$ cat src/rtl/core/bwft_pkg.sv
// ----------------------------------------------------------------------------
// bwft_pkg
// Types and constants shared by the block write frequency table core.
// ----------------------------------------------------------------------------
`timescale 1ns / 1ps
`default_nettype none

package bwft_pkg;

  localparam int unsigned BUCKETS = 1024;
  localparam int unsigned WAYS    = 8;
  localparam int unsigned BKT_W   = $clog2(BUCKETS);
  localparam int unsigned FILL_W  = $clog2(WAYS + 1);
  localparam int unsigned CNT_W   = 32;
  localparam int unsigned QDEPTH  = 2;
  localparam int unsigned QPTR_W  = $clog2(QDEPTH);

  localparam logic [CNT_W-1:0] COUNT_MAX = '1;

  // Request codes on the slave tuser.
  localparam logic [1:0] REQ_RECORD = 2'd0;
  localparam logic [1:0] REQ_QUERY  = 2'd1;
  localparam logic [1:0] REQ_CLEAR  = 2'd2;

  typedef enum logic [1:0] {
    OP_RECORD,
    OP_QUERY,
    OP_CLEAR
  } op_e;

  typedef struct packed {
    op_e              op;
    logic [CNT_W-1:0] blk;
  } item_t;

  typedef struct packed {
    logic [WAYS-1:0][CNT_W-1:0] tags;
    logic [WAYS-1:0][CNT_W-1:0] counts;
  } row_t;

  typedef struct packed {
    logic [FILL_W-1:0] fill;
    logic [CNT_W-1:0]  max;
  } meta_t;

  typedef struct packed {
    logic             dropped;
    logic [CNT_W-1:0] hottest_count;
    logic [CNT_W-1:0] bucket_peak;
    logic [CNT_W-1:0] block_count;
  } result_t;

endpackage

`default_nettype wire

$ cat src/rtl/core/bwft_front.sv
// ----------------------------------------------------------------------------
// bwft_front
// Accepts request words, decodes the request kind and queues them.
// ----------------------------------------------------------------------------
`timescale 1ns / 1ps
`default_nettype none

module bwft_front (
  input  wire logic                      clk_i,
  input  wire logic                      rst_ni,
  input  wire logic                      s_valid_i,
  output logic                           s_ready_o,
  input  wire logic [1:0]                req_type_i,
  input  wire logic [bwft_pkg::CNT_W-1:0] block_number_i,
  output bwft_pkg::item_t                head_o,
  output logic                           head_valid_o,
  input  wire logic                      pop_i
);

  bwft_pkg::item_t                queue_q [bwft_pkg::QDEPTH];
  logic [bwft_pkg::QPTR_W-1:0]    wr_ptr_q, wr_ptr_d, rd_ptr_q, rd_ptr_d;
  logic [bwft_pkg::QPTR_W:0]      count_q, count_d;
  bwft_pkg::item_t                in_item;
  logic                           push, pop;

  // Unused code 3 is handled as a query.
  always_comb begin
    in_item.blk = block_number_i;
    unique case (req_type_i)
      bwft_pkg::REQ_RECORD: in_item.op = bwft_pkg::OP_RECORD;
      bwft_pkg::REQ_CLEAR:  in_item.op = bwft_pkg::OP_CLEAR;
      default:              in_item.op = bwft_pkg::OP_QUERY;
    endcase
  end

  assign s_ready_o    = (count_q != (bwft_pkg::QPTR_W+1)'(bwft_pkg::QDEPTH));
  assign head_valid_o = (count_q != '0);
  assign head_o       = queue_q[rd_ptr_q];
  assign push         = s_valid_i && s_ready_o;
  assign pop          = pop_i && head_valid_o;

  always_comb begin
    wr_ptr_d = wr_ptr_q;
    rd_ptr_d = rd_ptr_q;
    count_d  = count_q;
    if (push) begin
      wr_ptr_d = (wr_ptr_q == bwft_pkg::QPTR_W'(bwft_pkg::QDEPTH - 1)) ? '0 : wr_ptr_q + 1'b1;
    end
    if (pop) begin
      rd_ptr_d = (rd_ptr_q == bwft_pkg::QPTR_W'(bwft_pkg::QDEPTH - 1)) ? '0 : rd_ptr_q + 1'b1;
    end
    if (push && !pop) begin
      count_d = count_q + 1'b1;
    end else if (pop && !push) begin
      count_d = count_q - 1'b1;
    end
  end

  always_ff @(posedge clk_i or negedge rst_ni) begin
    if (!rst_ni) begin
      wr_ptr_q <= '0;
      rd_ptr_q <= '0;
      count_q  <= '0;
    end else begin
      wr_ptr_q <= wr_ptr_d;
      rd_ptr_q <= rd_ptr_d;
      count_q  <= count_d;
    end
  end

  always_ff @(posedge clk_i) begin
    if (push) begin
      queue_q[wr_ptr_q] <= in_item;
    end
  end

endmodule

`default_nettype wire

$ cat config.mk
export PLATFORM = sky130hd
export DESIGN_NAME = bwft_front
export DESIGN_NICKNAME = d
export VERILOG_FILES = /design/src/rtl/core/bwft_pkg.sv /design/src/rtl/core/bwft_front.sv
export SDC_FILE = /design/constraint.sdc
export NUM_CORES = 1
export LEC_CHECK = 0
export ABC_AREA = 1
export BUFFER_PORTS_ARGS = -buffer_cell sky130_fd_sc_hd__buf_2
export CORE_ASPECT_RATIO = 1.25
export CORE_MARGIN = 10
export CORE_UTILIZATION = 47
export DETAILED_ROUTE_END_ITERATION = 12
export PLACE_DENSITY = 0.75
export SYNTH_ARGS = -nofsm -noshare
export SYNTH_HDL_FRONTEND = slang
export SYNTH_SLANG_ARGS = --single-unit
$ cat constraint.sdc
create_clock -name clk_i -period 2.4 [get_ports clk_i]
set_clock_uncertainty 0.05 [all_clocks]
set_input_delay 0.24 -clock clk_i [delete_from_list [all_inputs] [get_ports clk_i]]
set_output_delay 0.24 -clock clk_i [all_outputs]
set_load 0.03 [all_outputs]
==> flow_results.org, run 1 <==
** Cells and area
- Final design instance area without fill :: roughly 3400 um2
- Signed area change from the synthesized netlist to the final layout :: 21.61%
- Of the cells placed in the final design, the portion with a size suffix greater than 1 is a little under two fifths.
- Antenna cells :: 0
- Total Nets Final :: approximately 330

** Power and ir drop
- Sw Ratio :: around 43%
- Of the total power, the clock network draws around 18%.
- Across the VDD grid, the largest voltage drop is about 0.00068 V.
- Reported leakage power :: 0.001485 uW
- Per report_power, the combinational group accounts for between 40% and 50% of the total.
- For this design the total switching power over the nets is slightly below 2000 uW.
- Overall power consumption after layout is estimated at about 4500 uW.
- Sequential cells burn ~40% of the power.
- Internal power contribution :: about 2600 uW
- For this design the ratio of total power to cell area is approximately 1300 nW/um2.

** Clock tree
- TritonCTS built the clock tree.
- Num CTS Buffers :: 9
- In this run the post-CTS setup repair buffer count came out at 0.
- The tree is rooted in a sky130_fd_sc_hd__clkbuf_8.
- Number of sinks on the clock net :: a little over 70
- The longest clock path from root to sink contains 2 buffers.
- # H-tree levels :: 3
- Clock-pin slew was measured on the worst setup and hold paths at 80 ps.
- Clock Latency Late Sink :: ~340 ps

** Placed design
- Detailed placement finished with a half-perimeter wire length of approximately 3900 um.
- The congestion estimate from routability-driven global placement came to 0.7056.
- Buffers added on ports :: between 70 and 80
- Total placed instance area :: approximately 3200 um2

** Critical path
- Of all nets on the critical path, the largest fanout is 35.
- The worst register-to-register path has a setup slack of roughly 880 ps.
- Path type of the worst setup path :: reg -> out
- Crit. End Element :: output pin
- The worst setup path is launched from a flip-flop.
- For the worst setup path, the data required time is around 2100 ps.
- At the worst endpoint, the arrival time is 1510 ps.

** STA
- Number of endpoints failing setup at the final stage :: 0
- Setup repair after global routing left no endpoint under its margin.
- Summed over all failing endpoints, the final setup total negative slack is 0 ps.
- The number of max-slew violations in the final report is 0.
- Slew at the pin closest to its max-slew limit :: 243.7 ps
- After layout, the worst path uses approximately three quarters of the clock period.
- Number of hold violations in the final report :: 0
- Fmax :: 555.4 MHz
- The smallest clock period supported by the final layout is computed as 1800 ps.
- Remaining max-slew budget at the tightest pin :: around 84%

** Synthesis
- Synthesis handed over a netlist of around 210 instances.
- Dominant cell type by area after synthesis :: sky130_fd_sc_hd__edfxtp_1
- Yosys mapped the design onto 17 distinct sky130hd cell types.
- Synthesis inferred a little over 70 register bits.
- The mapped netlist covers 2774 um2.
- Post-synthesis area per instance :: around 13 um2
- Net count of the mapped netlist :: 248
- Area share of the largest cell type after synthesis :: between 70% and 80%
- Yosys warns :: 0
- Sorting the synthesized cells by area gives the leading types as sky130_fd_sc_hd__edfxtp_1 (74%), sky130_fd_sc_hd__nand2_1 (13%), sky130_fd_sc_hd__dfrtp_1 (3.6%).
- Summing the sequential cell areas from Yosys gives 77.22% of the chip area.

** Die
- Initial core utilization :: 48.00%
- The core region is 5779 um2.
- In this run the vertical extent of the chip is 105.9 um.
- I/O Pins :: 74
- The floorplan step defined a die boundary enclosing between 9000 and 10000 um2.
- Horizontal extent of the die :: around 90 um
- The initialized floorplan defines 31 standard-cell rows.

** Route
- Number of nets still failing antenna checks after routing :: 0
- Using the TritonRoute via totals, the vias-per-cell ratio works out to 4.656.
- After detailed routing, the number of remaining DRC violations is 0.
- In this run the top signal layer used is met4.
- Sum of met2 wire segment lengths after detailed routing :: between 3000 and 4000 um
- After detailed routing, the wire length on met1 is about 1900 um.
- Summed over all nets, wire length on met3 after detailed routing comes to approximately 340 um.
- First DRT Iteration DRCs :: between 60 and 70
- Wirelength per Cell :: roughly 15 um
- First-pass detailed-route iteration total :: 6
- Summed over all layers, the routed wires come to approximately 5500 um.
- Detailed routing inserted a total of roughly 1700 vias.

** GRT
- Initial antenna violation count :: 0
- Maximum number of pins on one net before global-route repair :: 36
- GRT Util Overall :: between 10% and 20%
- Global route total overflow :: 0
- Global-route wire length before repair :: 8652 um
- The number of global-route vias before repair is 1843.

** Hold path
- Class of the most critical hold timing path :: in -> reg

** Status
- Outcome :: completed

** Run
- # Max-Cap Violations :: 0
[kinds of logic (layout without fill, tap and decap cells)]
kind of cell	Yosys count	count (layout)	share of synthesized area, %
XOR/XNOR	2	2	0.6316
flip-flops	72	72	77.22
buffers and inverters	16	104	4.375
adder cells (fa/ha/maj)	1	1	0.4510
AND/OR/NAND/NOR	118	118	17.32
[through the flow]
stage	setup slack [ps]	hold WS (ps)	cells	utilization [%]
2_1_floorplan	-217.8	-105.6	209	-
4_1_cts	566.9	10.71	363	58.37
3_5_place_dp	888.8	8.340	346	55.34
3_3_place_gp	966.8	5.788	346	55.34
5_1_grt	472.8	6.015	363	58.37
6_report	599.5	27.36	363	58.37
[worst paths after layout]
check                                  start  cells past startpoint       endpoint
setup reg to reg                  count_q[0]                      9     count_q[1]
hold reg to reg                   count_q[0]                      1     count_q[0]
max in group asynchronous             rst_ni                      2     count_q[0]
hold / removal             block_number_i[1]                      1  queue_q[1][1]
setup / recovery                    rd_ptr_q                      5      head_o[4]
min in group asynchronous             rst_ni                      2     count_q[1]
[power by group through the flow]
| stage | Sequential, uW | Clock (uW) | Combinational [uW] |
|---|---|---|---|
| 3_5_place_dp | 1840 | 0 | 1950 |
| 5_1_grt | 1830 | 886 | 2090 |
| 3_3_place_gp | 1830 | 0 | 1920 |
| 2_1_floorplan | 1830 | 0 | 1450 |
| 4_1_cts | 1810 | 831 | 1950 |
| 6_report | 1810 | 807 | 1910 |
[flip-flops by register name (all words and copies together), names as in the netlist]
| name | cells |
|---|---|
| queue_q | 68 |
| count_q | 2 |
| rd_ptr_q | 1 |
| wr_ptr_q | 1 |
[final cells by class]
| class | count | area, um2 |
|---|---|---|
| Fill cell | 473 | 2406 |
| Tap cell | 66 | 82.58 |
| Timing Repair Buffer | 80 | 420.4 |
| Clock inverter | 6 | 37.54 |
| Multi-Input combinational cell | 121 | 525.5 |
| Inverter | 8 | 37.54 |
| Sequential cell | 72 | 2142 |
| Clock buffer | 10 | 127.6 |
[cells in the mapped netlist]
master,instances
sky130_fd_sc_hd__clkbuf_1,1
sky130_fd_sc_hd__nand3_1,2
sky130_fd_sc_hd__edfxtp_1,68
sky130_fd_sc_hd__nand2_1,99
sky130_fd_sc_hd__nor2_1,3
sky130_fd_sc_hd__xor2_1,1
sky130_fd_sc_hd__xnor2_1,1
sky130_fd_sc_hd__ha_1,1
sky130_fd_sc_hd__inv_2,1
sky130_fd_sc_hd__dfrtp_1,4
sky130_fd_sc_hd__buf_4,2
sky130_fd_sc_hd__buf_12,1
sky130_fd_sc_hd__inv_8,1
sky130_fd_sc_hd__nand4_1,1
sky130_fd_sc_hd__nand2_2,13
sky130_fd_sc_hd__buf_6,4
sky130_fd_sc_hd__inv_1,6
[worst max-delay path, stage by stage (launching register included)]
cell,delay (ps)
sky130_fd_sc_hd__dfrtp_1,380
sky130_fd_sc_hd__buf_4,200
sky130_fd_sc_hd__inv_8,210
sky130_fd_sc_hd__nand2_1,90
sky130_fd_sc_hd__nand2_1,70
sky130_fd_sc_hd__buf_2,200
[what timing repair did]
item                      CTS  global route
hold endpoints to repair    4             0
resized for setup           0             0
hold buffers                1             0
[layer usage]
layer / GRT usage [%] / vias to the layer above
met4: 7.060 / 0
li1: - / 857
met2: 22.58 / 43
met5: 0 / -
met3: 4.125 / 11
met1: 11.66 / 779
[layout by cell type (no fill, tap or decap)]
cell type	n
sky130_fd_sc_hd__nand2_2	13
sky130_fd_sc_hd__inv_2	1
sky130_fd_sc_hd__xor2_1	1
sky130_fd_sc_hd__buf_4	6
sky130_fd_sc_hd__clkbuf_8	9
sky130_fd_sc_hd__buf_2	73
sky130_fd_sc_hd__nand4_1	1
sky130_fd_sc_hd__clkbuf_1	1
sky130_fd_sc_hd__clkinv_2	2
sky130_fd_sc_hd__nor2_1	1
sky130_fd_sc_hd__nand2_1	99
sky130_fd_sc_hd__clkinv_4	1
sky130_fd_sc_hd__edfxtp_1	68
sky130_fd_sc_hd__inv_1	6
sky130_fd_sc_hd__clkinvlp_4	2
sky130_fd_sc_hd__clkinv_1	1
sky130_fd_sc_hd__xnor2_1	1
sky130_fd_sc_hd__dfrtp_1	4
sky130_fd_sc_hd__inv_8	1
sky130_fd_sc_hd__dlygate4sd3_1	1
sky130_fd_sc_hd__ha_1	1
sky130_fd_sc_hd__nand3_1	2
sky130_fd_sc_hd__nor2_4	2
No activity file was read; power rests on OpenSTA's default activity.
==> run 2: changes to the inputs <==
--- a/config.mk
+++ b/config.mk
@@ -9,9 +9,9 @@
 export BUFFER_PORTS_ARGS = -buffer_cell sky130_fd_sc_hd__buf_2
 export CORE_ASPECT_RATIO = 1.25
 export CORE_MARGIN = 10
-export CORE_UTILIZATION = 47
+export CORE_UTILIZATION = 48
 export DETAILED_ROUTE_END_ITERATION = 12
-export PLACE_DENSITY = 0.75
+export PLACE_DENSITY = 0.74
 export SYNTH_ARGS = -nofsm -noshare
 export SYNTH_HDL_FRONTEND = slang
 export SYNTH_SLANG_ARGS = --single-unit
==> constraint.sdc (replaced) <==
create_clock -name clk_i -period 1.85 [get_ports clk_i]
set_clock_uncertainty 0.05 [all_clocks]
set_input_delay 0.185 -clock clk_i [delete_from_list [all_inputs] [get_ports clk_i]]
set_output_delay 0.185 -clock clk_i [all_outputs]
set_load 0.03 [all_outputs]
==> flow_results.org, run 2 (synthesized netlist as in run 1, its figures left out) <==
** Die
- The floorplan step defined a die boundary enclosing ~9000 um2.
- Initial core utilization :: just over 50%
- Pin placement for this block handled 74 I/O pins.
- From left edge to right edge, the die measures just under 90 um.
- Y dimension of the die :: 105.0 um
- Placeable core region :: 5518 um2
- The floorplan has 30 rows.

** Critical path
- The worst register-to-register path begins at count_q[0].
- Launching element of the worst setup path :: rd_ptr_q
- STA classifies the critical path endpoint as an output pin.
- CP startpoint kind :: flip-flop
- STA puts the critical path data required time at between 1500 and 2000 ps.
- Path type of the worst setup path :: reg -> out
- Worst-path fanout max :: 22
- Worst path arrival time :: approximately 1500 ps

** STA
- Setup violations remaining at the end of the flow were counted as 0.
- Remaining max-slew budget at the tightest pin :: 83.99%
- After layout, the worst path uses a little over 90% of the clock period.
- Clock period minus final worst setup slack :: 1694 ps
- Fmax :: just under 600 MHz
- The number of max-slew violations in the final report was 0.
- Setup repair after global routing left no endpoint under its margin.
- TNS Setup :: 0 ps
- The count of endpoints failing hold in the final timing report is 0.
- Slew at the pin closest to its max-slew limit :: ~240 ps
- Crit path setup slack, layout :: ~160 ps

** GRT
- Met1 track utilization from global routing :: between 10 and 15%
- Global routing consumed, on the met2 layer, between 20% and 30% of the routing resources.
- Maximum number of pins on one net before global-route repair :: 36
- Global routing met3 resource utilization :: approximately 4%
- After global routing, the most crowded layer is met2.
- The first global-routing pass estimated 9045 um of wire.
- Global routing used 12.76% of the available tracks.
- Initial antenna violation count :: 0
- The total overflow left after global routing is 0.
- The number of global-route vias before repair came to a little under 2000.

** Placed design
- After detailed placement, the design holds a cell count of about 340.
- Buffers added on ports :: 73
- Timing analysis after detailed placement gives a worst setup slack of about 360 ps.
- Routability-driven placement finished with a final weighted congestion of 0.7076.
- DP HPWL :: ~3600 um

** Power and ir drop
- The analysis attributes to net switching a power of between 2000 and 2500 uW.
- The clock network accounts for between 20% and 30% of the total power.
- Final Power :: about 6000 uW
- The internal power of the cells totals roughly 3700 uW.
- Power per Cell Area :: between 1500 and 2000 nW/um2
- Peak supply drop :: between 0.001 and 0.0015 V
- Portion of total power attributed to sequential cells :: 38.2%
- Of the total power, combinational logic draws 40.9%.
- Of the total power, the share spent switching nets is approximately two fifths.
- Reported leakage power :: 0.001649 uW

** Route
- Wirelength per Cell :: 14.33 um
- In this run the remaining antenna-violating nets after routing total 0.
- Number of remaining DRC errors :: 0
- DR vias :: about 1800
- Final WL :: approximately 5600 um
- Mean number of vias per cell :: 4.616
- First DRT Iteration DRCs :: 65
- The first detailed-routing pass ran for 4 iterations.

** Cells and area
- Antenna cells :: 0
- After the flow finishes, the layout carries non-filler instances totaling between 300 and 400.
- The register with the most flip-flops in the layout has 68 of them.
- Post-route core utilization :: between 60% and 70%
- Total Nets Final :: around 360
- Largest reg by FF count :: queue_q
- Leaving out fill and tap cells, the most frequent cells in the layout are sky130_fd_sc_hd__nand2_1 (99), sky130_fd_sc_hd__buf_2 (73), sky130_fd_sc_hd__edfxtp_1 (68), sky130_fd_sc_hd__dlygate4sd3_1 (34), sky130_fd_sc_hd__nand2_2 (13).
- Signed area change from the synthesized netlist to the final layout :: 35.23%
- Across the whole layout, storage elements account for 2142 um2.
- The multi-input combinational cells in the finished layout cover a total of approximately 530 um2.
- Most common cell after layout, fill and taps aside :: sky130_fd_sc_hd__nand2_1
- The post-route netlist has 33.13% of its cells at a drive strength greater than 1.
- Fill cell instance count of the final layout :: around 410
- Registers with the most flip-flops :: queue_q: 68 flops, count_q: 2 flops

** Hold path
- In this run the worst hold path is classified as in -> reg.
- Hold Crit Start :: pop_i

** Clock tree
- CTS tree :: yes
- Total setup buffers inserted after CTS :: 0
- Max Root-Sink Buffers :: 2
- # H-tree levels :: 3
- Clk slew on worst S/H paths :: roughly 70 ps
- Library cell used as clock root buffer :: sky130_fd_sc_hd__clkbuf_8
- Post-cts repair resize count :: 0
- Post-CTS Hold Fix Bufs :: 34
- Clock Latency Late Sink :: approximately 330 ps
- The clock net in this run drives a total of 72 sinks.
- The number of clock buffers added by TritonCTS is 9.

** Status
- Outcome :: completed

** Run
- # Max-Cap Violations :: 0
## run 2: stage by stage
step	hold slack (ps)	area (um2)
CTS	57.38	3751
detailed placement	-48.60	3201
finish	66.01	3751
global placement	-50.99	3201
floorplan	-160.6	2779
global route	91.07	3751
## run 2: worst max-delay path, stage by stage (launching register included)
cell	delay, ps
sky130_fd_sc_hd__dfrtp_1	460
sky130_fd_sc_hd__buf_4	310
sky130_fd_sc_hd__nand2_1	80
sky130_fd_sc_hd__nand2_1	80
sky130_fd_sc_hd__buf_2	190
## run 2: final cells by class
cell class                      instances  area share [%]
Sequential cell                        72           57.10
Timing Repair Buffer                  112           20.15
Multi-Input combinational cell        121           14.01
Clock buffer                            9           3.302
Clock inverter                          7           2.302
Tap cell                               64           2.135
Inverter                                8           1.001
## run 2: power groups by stage
stage | logic (uW) | clock network [uW] | registers [uW]
global route | 2770 | 1390 | 2390
finish | 2530 | 1280 | 2360
floorplan | 1880 | 0 | 2360
CTS | 2580 | 1320 | 2360
global placement | 2490 | 0 | 2380
detailed placement | 2520 | 0 | 2390
## run 2: routing by layer
layer  routed length [um]  vias up
met5                    0        -
met4                  129        0
met3                  402       10
met2                 3034       55
met1                 2067      826
li1                     -      923
## run 2: final timing paths
kind / to / slack [ps] / cells after the start
min: rd_ptr_q / 70 / 3
max in group asynchronous: rd_ptr_q / 1490 / 2
max reg2reg: count_q[1] / 360 / 9
min in group asynchronous: count_q[1] / 130 / 2
min reg2reg: count_q[0] / 470 / 1
max: head_o[27] / 160 / 4
==> run 3: changes to the inputs <==
==> constraint.sdc (replaced) <==
create_clock -name clk_i -period 1.85 [get_ports clk_i]
set_clock_uncertainty 0.05 [all_clocks]
set_input_delay 0.185 -clock clk_i [delete_from_list [all_inputs] [get_ports clk_i]]
set_output_delay 0.185 -clock clk_i [all_outputs]
set_load 0.02 [all_outputs]
==> flow_results.org, run 3 (synthesized netlist as in run 1, its figures left out) <==
** Placed design
- Summed over all nets, the half-perimeter wirelength after detailed placement is 3729 um.
- Global placement routability congestion :: 0.7046
- Buffers added on ports :: 73
- Once placement finished, the instance area stood at about 3200 um2.

** Die
- The floorplan step defined a die boundary enclosing slightly above 9000 um2.
- Standard-cell row count :: 30
- Horizontal extent of the die :: between 80 and 90 um
- Once the floorplan was initialized, standard cells occupied between 50% and 60% of the core.
- I/O Pins :: 74
- Y dimension of the die :: roughly 100 um
- Placeable core region :: 5518 um2

** STA
- The number of max-slew violations in the final report was 0.
- Setup repair after global routing left no endpoint under its margin.
- TNS Setup :: 0 ps
- Remaining max-slew budget at the tightest pin :: 80.56%
- Slew at the pin closest to its max-slew limit :: between 200 and 300 ps
- Derived from the worst setup path, the maximum achievable clock frequency is between 500 and 600 MHz.
- Clock period minus final worst setup slack :: roughly 1700 ps
- Number of endpoints failing setup at the final stage :: 0
- Number of hold violations in the final report :: 0
- Fraction of the cycle the final worst path needs :: between 90% and 100%

** Clock tree
- The clock tree synthesis step divided the H-tree into 3 levels.
- The cell sitting at the root of the clock tree is a sky130_fd_sc_hd__clkbuf_8.
- TritonCTS built the clock tree.
- Number of sinks on the clock net :: between 70 and 80
- Max Root-Sink Buffers :: 2
- Clock Latency Late Sink :: around 340 ps
- After clock tree synthesis, the setup repair step added 0 buffers.
- TritonCTS created 9 clock buffers.
- Clk slew on worst S/H paths :: 70 ps

** GRT
- The number of global-route vias before repair came to roughly 2000.
- For this run the aggregate overflow at the end of global routing stands at 0.
- The initial antenna violation count came to 0.
- GRT Util Overall :: about 13%
- Global-route wire length before repair :: 9183 um
- Entering global routing, the biggest net connects 36 pins.

** Critical path
- Worst path arrival time :: 1470 ps
- Path type of the worst setup path :: reg -> out
- Required @ worst endpoint :: 1620 ps
- Worst-path fanout max :: 14
- The endpoint identified for the worst register-to-register timing path is count_q[1].
- The worst setup path is launched from a flip-flop.
- The worst setup path is captured at an output pin.
- Startpoint of the lowest-slack register-to-register path :: count_q[0]
- Worst-case register-to-register setup slack :: about 360 ps
- R2R depth :: 9

** Cells and area
- The repair_antennas step left the layout with diodes totalling 0.
- The register with the most flip-flops in the final layout is queue_q.
- In the layout the commonest cells are sky130_fd_sc_hd__nand2_1 (99), sky130_fd_sc_hd__buf_2 (73), sky130_fd_sc_hd__edfxtp_1 (68), sky130_fd_sc_hd__dlygate4sd3_1 (34), sky130_fd_sc_hd__nand2_2 (13).
- Total Nets Final :: between 300 and 400
- Signed area change from the synthesized netlist to the final layout :: 34.73%
- Registers with the most flip-flops :: queue_q: 68 flops, count_q: 2 flops
- The register with the most flip-flops in the layout has a little under 70 of them.
- Summing all non-filler instances in the final layout gives an area of 3737 um2.
- Cells with a size suffix above 1 make up 33.74% of the layout.
- Fill cells in the final layout number 407.
- The sequential cells in the finished layout cover a total of 2143 um2.
- The library cell used most frequently in the layout, excluding fill and tap cells, is sky130_fd_sc_hd__nand2_1.
- The multi-input combinational cells in the finished layout cover a total of 525.5 um2.

** Route
- First DRT Iteration DRCs :: 77
- DR vias :: 1791
- In the final routed layout, each cell accounts on average for 14.40 um.
- In this run the remaining antenna-violating nets after routing total 0.
- First-pass detailed-route iteration total :: 4
- Number of remaining DRC errors :: 0
- The routed design has between 5000 and 6000 um of wire.
- Mean number of vias per cell :: approximately 4.6

** Power and ir drop
- Reported leakage power :: approximately 0.0016 uW
- Of the total power, the share spent switching nets is between 30% and 40%.
- Final Power :: just under 6000 uW
- Portion of total power attributed to sequential cells :: 41.7%
- Proportion of power drawn by combinational gates :: between 30 and 40%
- Clock power frac :: 20.8%
- For this design the ratio of total power to cell area is between 1500 and 2000 nW/um2.
- IR analysis of the VDD net gives a maximum drop of about 0.00086 V.
- Internal power contribution :: between 3000 and 4000 uW
- In this run the power spent charging and discharging nets is approximately 2200 uW.

** Hold path
- The worst hold path was traced through 3 stages.
- Capture endpoint of the worst hold path :: rd_ptr_q
- Hold Crit Start :: pop_i
- Class of the most critical hold timing path :: in -> reg

** Run
- Across the run, the number of max-cap violations was 0.

** Status
- The flow ran to the end, and the final reports show no timing, DRC or antenna violations.
run 3: worst max-delay path, cell delays in order, from the launching register on:
cell                      delay (ps)
sky130_fd_sc_hd__dfrtp_2         540
sky130_fd_sc_hd__buf_4           260
sky130_fd_sc_hd__nand2_1          70
sky130_fd_sc_hd__nand2_1          70
sky130_fd_sc_hd__buf_2           170
run 3: power by group through the flow:
| stage | registers, uW | logic (uW) | clock network, uW |
|---|---|---|---|
| floorplan | 2360 | 1570 | 0 |
| global placement | 2420 | 2130 | 0 |
| detailed placement | 2440 | 2150 | 0 |
| CTS | 2400 | 2220 | 1230 |
| global route | 2440 | 2400 | 1290 |
| finish | 2400 | 2160 | 1200 |
run 3: worst max path at each step:
stage / from / endpoint / cells after the start
final: rd_ptr_q / head_o[15] / 4
after global routing: rd_ptr_q / head_o[13] / 4
after CTS: rd_ptr_q / head_o[17] / 4
after detailed placement: rd_ptr_q / head_o[17] / 4
after global placement: rd_ptr_q / head_o[26] / 4
after floorplan: count_q[0] / queue_q[0][0] / 4
run 3: timing repair:
| item | in CTS | in global routing |
|---|---|---|
| hold buffers | 34 | 0 |
| endpoints found under the setup margin | 25 | 0 |
| gates resized for setup | 1 | 0 |
| hold endpoints to repair | 70 | 0 |
run 3: through the flow:
stage	utilization, %	setup slack [ps]	hold slack [ps]	cells
3_5_place_dp	58.00	338.0	-49.42	343
2_1_floorplan	-	-163.5	-160.6	209
4_1_cts	67.73	127.3	36.13	393
5_1_grt	67.73	31.40	43.08	393
3_3_place_gp	58.00	356.0	-52.88	343
6_report	67.73	150.0	50.44	393
run 3: layer usage:
layer	GRT usage (%)	wire (um)
met1	12.59	2115
met2	22.46	3021
met3	5.206	396
met4	6.963	126
met5	0	0
run 3: cell type report:
type                       instances  area share (%)
multi-input combinational        121           14.06
clock inverter                     7           1.908
clock buffer                       9           3.314
timing repair buffer             112           20.22
sequential                        72           57.35
inverter                           8           1.004
tap                               64           2.143
